==> src/rtl/sabs_pkg.sv <==
// Shared types and codes for the sorted-array search block.
// No dependencies; imported by the RAM, the controller, the top level, the checker and the testbench.
`default_nettype none

package sabs_pkg;

  localparam int VALUE_W = 32;
  localparam int INDEX_W = 10;

  typedef enum logic [1:0] {
    CMD_APPEND = 2'd0,
    CMD_EXACT  = 2'd1,
    CMD_LEFT   = 2'd2,
    CMD_RIGHT  = 2'd3
  } cmd_t;

  typedef enum logic [1:0] {
    ST_OK   = 2'd0,
    ST_MISS = 2'd1,
    ST_FULL = 2'd2
  } status_t;

endpackage

`default_nettype wire

==> src/rtl/sabs_ctrl.sv <==
// Request sequencer: append handling, element count and the binary-search
// probe loop over sabs_ram. Depends on sabs_pkg.
`default_nettype none

module sabs_ctrl
  import sabs_pkg::*;
#(
  parameter int DEPTH = 1024,
  parameter int AW    = 10,
  parameter int CW    = 11
) (
  input  wire logic                       clk,
  input  wire logic                       rst,
  input  wire logic                       start,
  output logic                            busy,
  input  wire logic [1:0]                 cmd,
  input  wire logic signed [VALUE_W-1:0]  value,
  input  wire logic                       restart,
  output logic                            done,
  output status_t                         status,
  output logic [INDEX_W-1:0]              index,
  output logic                            ram_we,
  output logic [AW-1:0]                   ram_waddr,
  output logic signed [VALUE_W-1:0]       ram_wdata,
  output logic [AW-1:0]                   ram_raddr,
  input  wire logic signed [VALUE_W-1:0]  ram_rdata
);

  typedef enum logic [1:0] {S_IDLE, S_PROBE, S_FINAL} state_t;

  state_t                    state;
  cmd_t                      mode;
  logic signed [VALUE_W-1:0] target;
  logic [CW-1:0]             count;
  logic [CW-1:0]             lo;
  logic [CW-1:0]             hi;
  logic [AW-1:0]             mid;

  logic                      go_right;
  logic                      hit;
  logic [CW-1:0]             lo_next;
  logic [CW-1:0]             hi_next;
  logic [CW-1:0]             span;
  logic [AW-1:0]             mid_next;
  logic [AW-1:0]             first_mid;
  logic                      more;
  logic                      accept;

  assign busy   = rst || (state != S_IDLE);
  assign accept = start && (state == S_IDLE);

  always_comb begin
    hit      = (ram_rdata == target);
    go_right = (mode == CMD_RIGHT) ? (ram_rdata <= target) : (ram_rdata < target);
    lo_next  = lo;
    hi_next  = hi;
    if (go_right) begin
      lo_next = CW'(mid) + CW'(1);
    end else begin
      hi_next = CW'(mid);
    end
    more = (lo_next < hi_next);
    span = hi_next - lo_next;
    if (mode == CMD_EXACT) begin
      span = span - CW'(1);
    end
    mid_next  = AW'(lo_next + (span >> 1));
    first_mid = (cmd_t'(cmd) == CMD_EXACT) ? AW'((count - CW'(1)) >> 1) : AW'(count >> 1);
  end

  // Read address is issued in the cycle before the compare that uses it.
  always_comb begin
    unique case (state)
      S_IDLE:  ram_raddr = first_mid;
      S_PROBE: begin
        if (more) begin
          ram_raddr = mid_next;
        end else if (mode == CMD_RIGHT) begin
          ram_raddr = AW'(lo_next - CW'(1));
        end else begin
          ram_raddr = AW'(lo_next);
        end
      end
      S_FINAL: ram_raddr = mid;
      default: ram_raddr = mid;
    endcase
  end

  assign ram_we    = accept && (cmd_t'(cmd) == CMD_APPEND) && (restart || (count < CW'(DEPTH)));
  assign ram_waddr = restart ? '0 : AW'(count);
  assign ram_wdata = value;

  always_ff @(posedge clk) begin
    if (rst) begin
      state <= S_IDLE;
      count <= '0;
      done  <= 1'b0;
    end else begin
      done <= 1'b0;
      unique case (state)
        S_IDLE: begin
          if (start) begin
            if (cmd_t'(cmd) == CMD_APPEND) begin
              done <= 1'b1;
              if (restart) begin
                count  <= CW'(1);
                status <= ST_OK;
                index  <= '0;
              end else if (count >= CW'(DEPTH)) begin
                status <= ST_FULL;
                index  <= '0;
              end else begin
                count  <= count + CW'(1);
                status <= ST_OK;
                index  <= INDEX_W'(count);
              end
            end else if (count == '0) begin
              done   <= 1'b1;
              status <= ST_MISS;
              index  <= '0;
            end else begin
              mode   <= cmd_t'(cmd);
              target <= value;
              lo     <= '0;
              hi     <= count;
              mid    <= first_mid;
              state  <= S_PROBE;
            end
          end
        end
        S_PROBE: begin
          if ((mode == CMD_EXACT) && hit) begin
            done   <= 1'b1;
            status <= ST_OK;
            index  <= INDEX_W'(mid);
            state  <= S_IDLE;
          end else if (more) begin
            lo  <= lo_next;
            hi  <= hi_next;
            mid <= mid_next;
          end else if ((mode == CMD_LEFT) && (lo_next < count)) begin
            mid   <= AW'(lo_next);
            state <= S_FINAL;
          end else if ((mode == CMD_RIGHT) && (lo_next != '0)) begin
            mid   <= AW'(lo_next - CW'(1));
            state <= S_FINAL;
          end else begin
            done   <= 1'b1;
            status <= ST_MISS;
            index  <= '0;
            state  <= S_IDLE;
          end
        end
        S_FINAL: begin
          done   <= 1'b1;
          status <= hit ? ST_OK : ST_MISS;
          index  <= hit ? INDEX_W'(mid) : '0;
          state  <= S_IDLE;
        end
        default: state <= S_IDLE;
      endcase
    end
  end

endmodule

`default_nettype wire

==> config.mk <==
export PLATFORM = sky130hd
export DESIGN_NAME = sabs_ctrl
export DESIGN_NICKNAME = d
export VERILOG_FILES = /design/src/rtl/sabs_pkg.sv /design/src/rtl/sabs_ctrl.sv
export SDC_FILE = /design/constraint.sdc
export NUM_CORES = 1
export LEC_CHECK = 0
export BUFFER_PORTS_ARGS = -buffer_cell sky130_fd_sc_hd__buf_2
export CELL_PAD_IN_SITES_DETAIL_PLACEMENT = 2
export CELL_PAD_IN_SITES_GLOBAL_PLACEMENT = 2
export CORE_ASPECT_RATIO = 1.75
export CORE_MARGIN = 5
export CORE_UTILIZATION = 35
export CTS_CLUSTER_SIZE = 12
export DETAILED_ROUTE_END_ITERATION = 16
export PLACE_DENSITY_LB_ADDON = 0.1
export SYNTH_ARGS = -nofsm -noshare
export SYNTH_HDL_FRONTEND = slang
export SYNTH_SLANG_ARGS = --single-unit
==> constraint.sdc <==
create_clock -name clk -period 8.1 [get_ports clk]
set_clock_uncertainty 0.15 [all_clocks]
set_input_delay 1.215 -clock clk [delete_from_list [all_inputs] [get_ports clk]]
set_output_delay 1.215 -clock clk [all_outputs]
set_load 0.005 [all_outputs]
==> results.toml <==
[global_route]
grt_pass1_vias = 7788
grt_pass1_wl_mm = 43.01
grt_max_degree = 56
grt_usage = 0.2261
antenna_found_initial = 0
grt_overflow_total = 0

[logic_synthesis]
synth_edf_count = 78
synth-compound-area-share = 0.1793
yosys.cell_count.top_type = "nor2_1"
syn-cell-area_sq_mm = 0.007751
yosysUniqueCellTypes = 94
syn_inst = 878
synth_nets = 1015
yosysWarningCount = 0
synthSimpleGateAreaFrac = 0.2050
synth_top_area_share = 0.3022
avgSynthCellArea_sq_um = 8.828
async_flop_share = 0
synth_commonest_cells = "nor2_1 (93), nand2_1 (82), edfxtp_1 (78)"
yosysTopAreaCell = "edfxtp_1"
synth.area.top_cells = "edfxtp_1 (30%), ha_1 (11%), xnor2_1 (5.2%)"
synth_xor_xnor_area_share = 0.07183
synth-seq-cells = 92
synth_top_family_by_area = "simple AND/OR/NAND/NOR gates"
ys_seq_area_frac = 0.3383
synthFlopType = "edfxtp_1"
synth_adder_area_share = 0.1094
synthMuxAreaShare = 0.01404

[worst_setup_path]
crit_start = "ram_rdata[15]"
end_kind = "output pin"
worstPathArrival_ns = 6.47
r2r_slack_ns = 2.20
critical_path_required_ns = 6.73
cp_max_fo = 8
timing.rr.end = "index[5]"
path_class = "in -> out"
reg2reg_depth = 24
start_kind = "input port"
rr_startpoint = "target[15]"

[route]
drc = 0
wl_per_cell_um = 21.61
first_pass_iters = 4
drt-vias-per-instance = 5.416
drt_iter0_markers = 256
drt_wl_total_mm = 28.36
vias = 7106
antenna_left = 0

[job]
cap_viol_max_count = 0

[power_and_ir_drop]
power.density_mw_per_mm2 = 158.9
ir_drop_uv = 115.8
leakage_uw = 0.003859

[layout]
finalNonFillerCells = 1312
layout.nets = 1148
design_area_sq_mm = 0.009209
syn_to_final_growth_pct = 18.81
diodes = 0
drive_above_1_share = 0.2520

[die]
core_sq_mm = 0.02198
die_area_sq_mm = 0.02534
initial_utilization = 0.3526
die_height_um = 206.9
fp.dieW_um = 122.5
pin_count = 137
num_rows = 72

[cts]
cts_root_buf = "clkbuf_16"
h-tree-depth = 3
cts_buffers = 9
cts_sinks = 92
path_clk_slew_ns = 0.07
clock_latency_ns = 0.37
cts_tree = "done"
clock_path_buffers = 2

[placement]
numPortBuffers = 136
place_area_sq_mm = 0.008731
dp.cells = 1287
hpwl_mm = 23.24
finalWeightedCongestion = 0.8370

[sta]
rsz0062_at_grt = "false"
hold_viol = 0
max_freq_mhz = 127.6
min_period_over_period = 0.9673
report.final.slew_viol_count = 0
tightest_slew_ns = 1.087
min_period_ns = 7.836
setup_viol = 0
slew-limit-headroom = 0.2695
fin_setup_tns_ns = 0

[hold_path]
min_from = "count[9]"
hp-class = "reg -> reg"
min_path_cells = 2
min_to = "count[9]"

[status]
status = "finished, final reports clean"
per-layer routing:
layer / up-vias / GRT usage / part of all wire
met5: - / 0 / 0
met4: 0 / 0.09451 / 0.038
met3: 41 / 0.02863 / 0.030
met2: 138 / 0.4604 / 0.58
met1: 3530 / 0.2218 / 0.36
li1: 3397 / - / -
placed cells by master (no fill, tap or decap), types with 7 or more instances in the layout:
master,count
xnor2_1,43
and2_1,8
or3_1,10
nand2_1,82
a31oi_1,8
nand2b_1,12
o21ai_0,33
edfxtp_1,78
nor2_1,90
and3_1,8
buf_2,136
dfxtp_1,14
inv_1,60
o21ai_1,9
a21oi_1,51
clkbuf_16,10
buf_4,47
nand3_1,25
a22o_1,12
a21oi_2,9
nor3_1,19
xor2_1,13
nand4_1,13
nor2b_1,8
ha_1,65
a21o_1,7
worst max-delay path, stage by stage:
cell and delay, ns:
buf_2 0.10, ha_1 0.30, nand4_1 0.17, nor3_1 0.10, a21boi_0 0.14, o41a_4 0.50
o211a_4 0.29, o21ai_1 0.26, nand2_2 0.13, ha_4 0.20, inv_1 0.05, ha_1 0.16
nand3b_1 0.20, o22ai_2 0.12, a21oi_2 0.27, o221a_4 0.29, nor4_1 0.05, a311o_1 0.40
nor2_1 0.15, xor2_1 0.19, ha_1 0.30, or3_1 0.38, mux2_1 0.32, nand2_1 0.07
buf_2 0.11
report_power, final:
| part | internal (uW) | total (uW) | switching (uW) |
|---|---|---|---|
| sequential | 521 | 527 | 5.90 |
| combinational | 207 | 486 | 279 |
| clock | 247 | 450 | 203 |
sequential cells by signal (all words and copies together) (netlist names):
| register | flops |
|---|---|
| count | 11 |
| done | 1 |
| hi | 11 |
| index | 10 |
| lo | 11 |
| mid | 10 |
| mode | 2 |
| state | 2 |
| status | 2 |
| target | 32 |
how the worst max path moves through the flow:
stage | end | slack (ns) | depth (start not counted)
3_5_place_dp | ram_raddr[9] | -0.06 | 27
5_1_grt | ram_raddr[9] | 0.002 | 30
4_1_cts | ram_raddr[8] | 0.006 | 27
2_1_floorplan | ram_raddr[8] | 0.37 | 28
6_report | ram_raddr[8] | 0.26 | 25
3_3_place_gp | ram_raddr[9] | 0.19 | 27
area by class of cell:
class | count | area, sq um
clock buffers | 12 | 277.8
clock inverters | 4 | 32.53
fillers | 2577 | 12770
multi-input cells | 656 | 4603
repair buffers | 184 | 1045
flip-flops and latches | 92 | 2623
inverters | 68 | 257.7
well taps | 296 | 370.4
what timing repair did:
action / in CTS / in global routing
pin swaps: 2 / 16
hold buffers: 0 / 0
cloned: 0 / 0
endpoints found under the setup margin: 4 / 6
gates resized for setup: 2 / 22
setup buffers: 2 / 7
metrics by stage:
stage                     worst slack (ns)  total power, uW  utilization  hold WS (ns)
final                               0.2645             1463       0.4189        0.3902
after global routing              0.001859             1542       0.4189        0.4400
after CTS                         0.005662             1465       0.4123        0.3859
after detailed placement          -0.05934             1001       0.3972        0.3754
after global placement              0.1874            988.0       0.3972        0.3669
after floorplan                     0.3745            845.6            -        0.3340
cell families (layout without fill, tap and decap cells):
logic type / Yosys count / count (layout)
compound gates: 199 / 199
xor+xnor: 62 / 62
buf+inv: 130 / 268
mux: 10 / 10
fa+ha+maj: 68 / 68
flops: 92 / 92
simple gates: 317 / 317
Note: power is estimated with default switching activity, not from simulation.
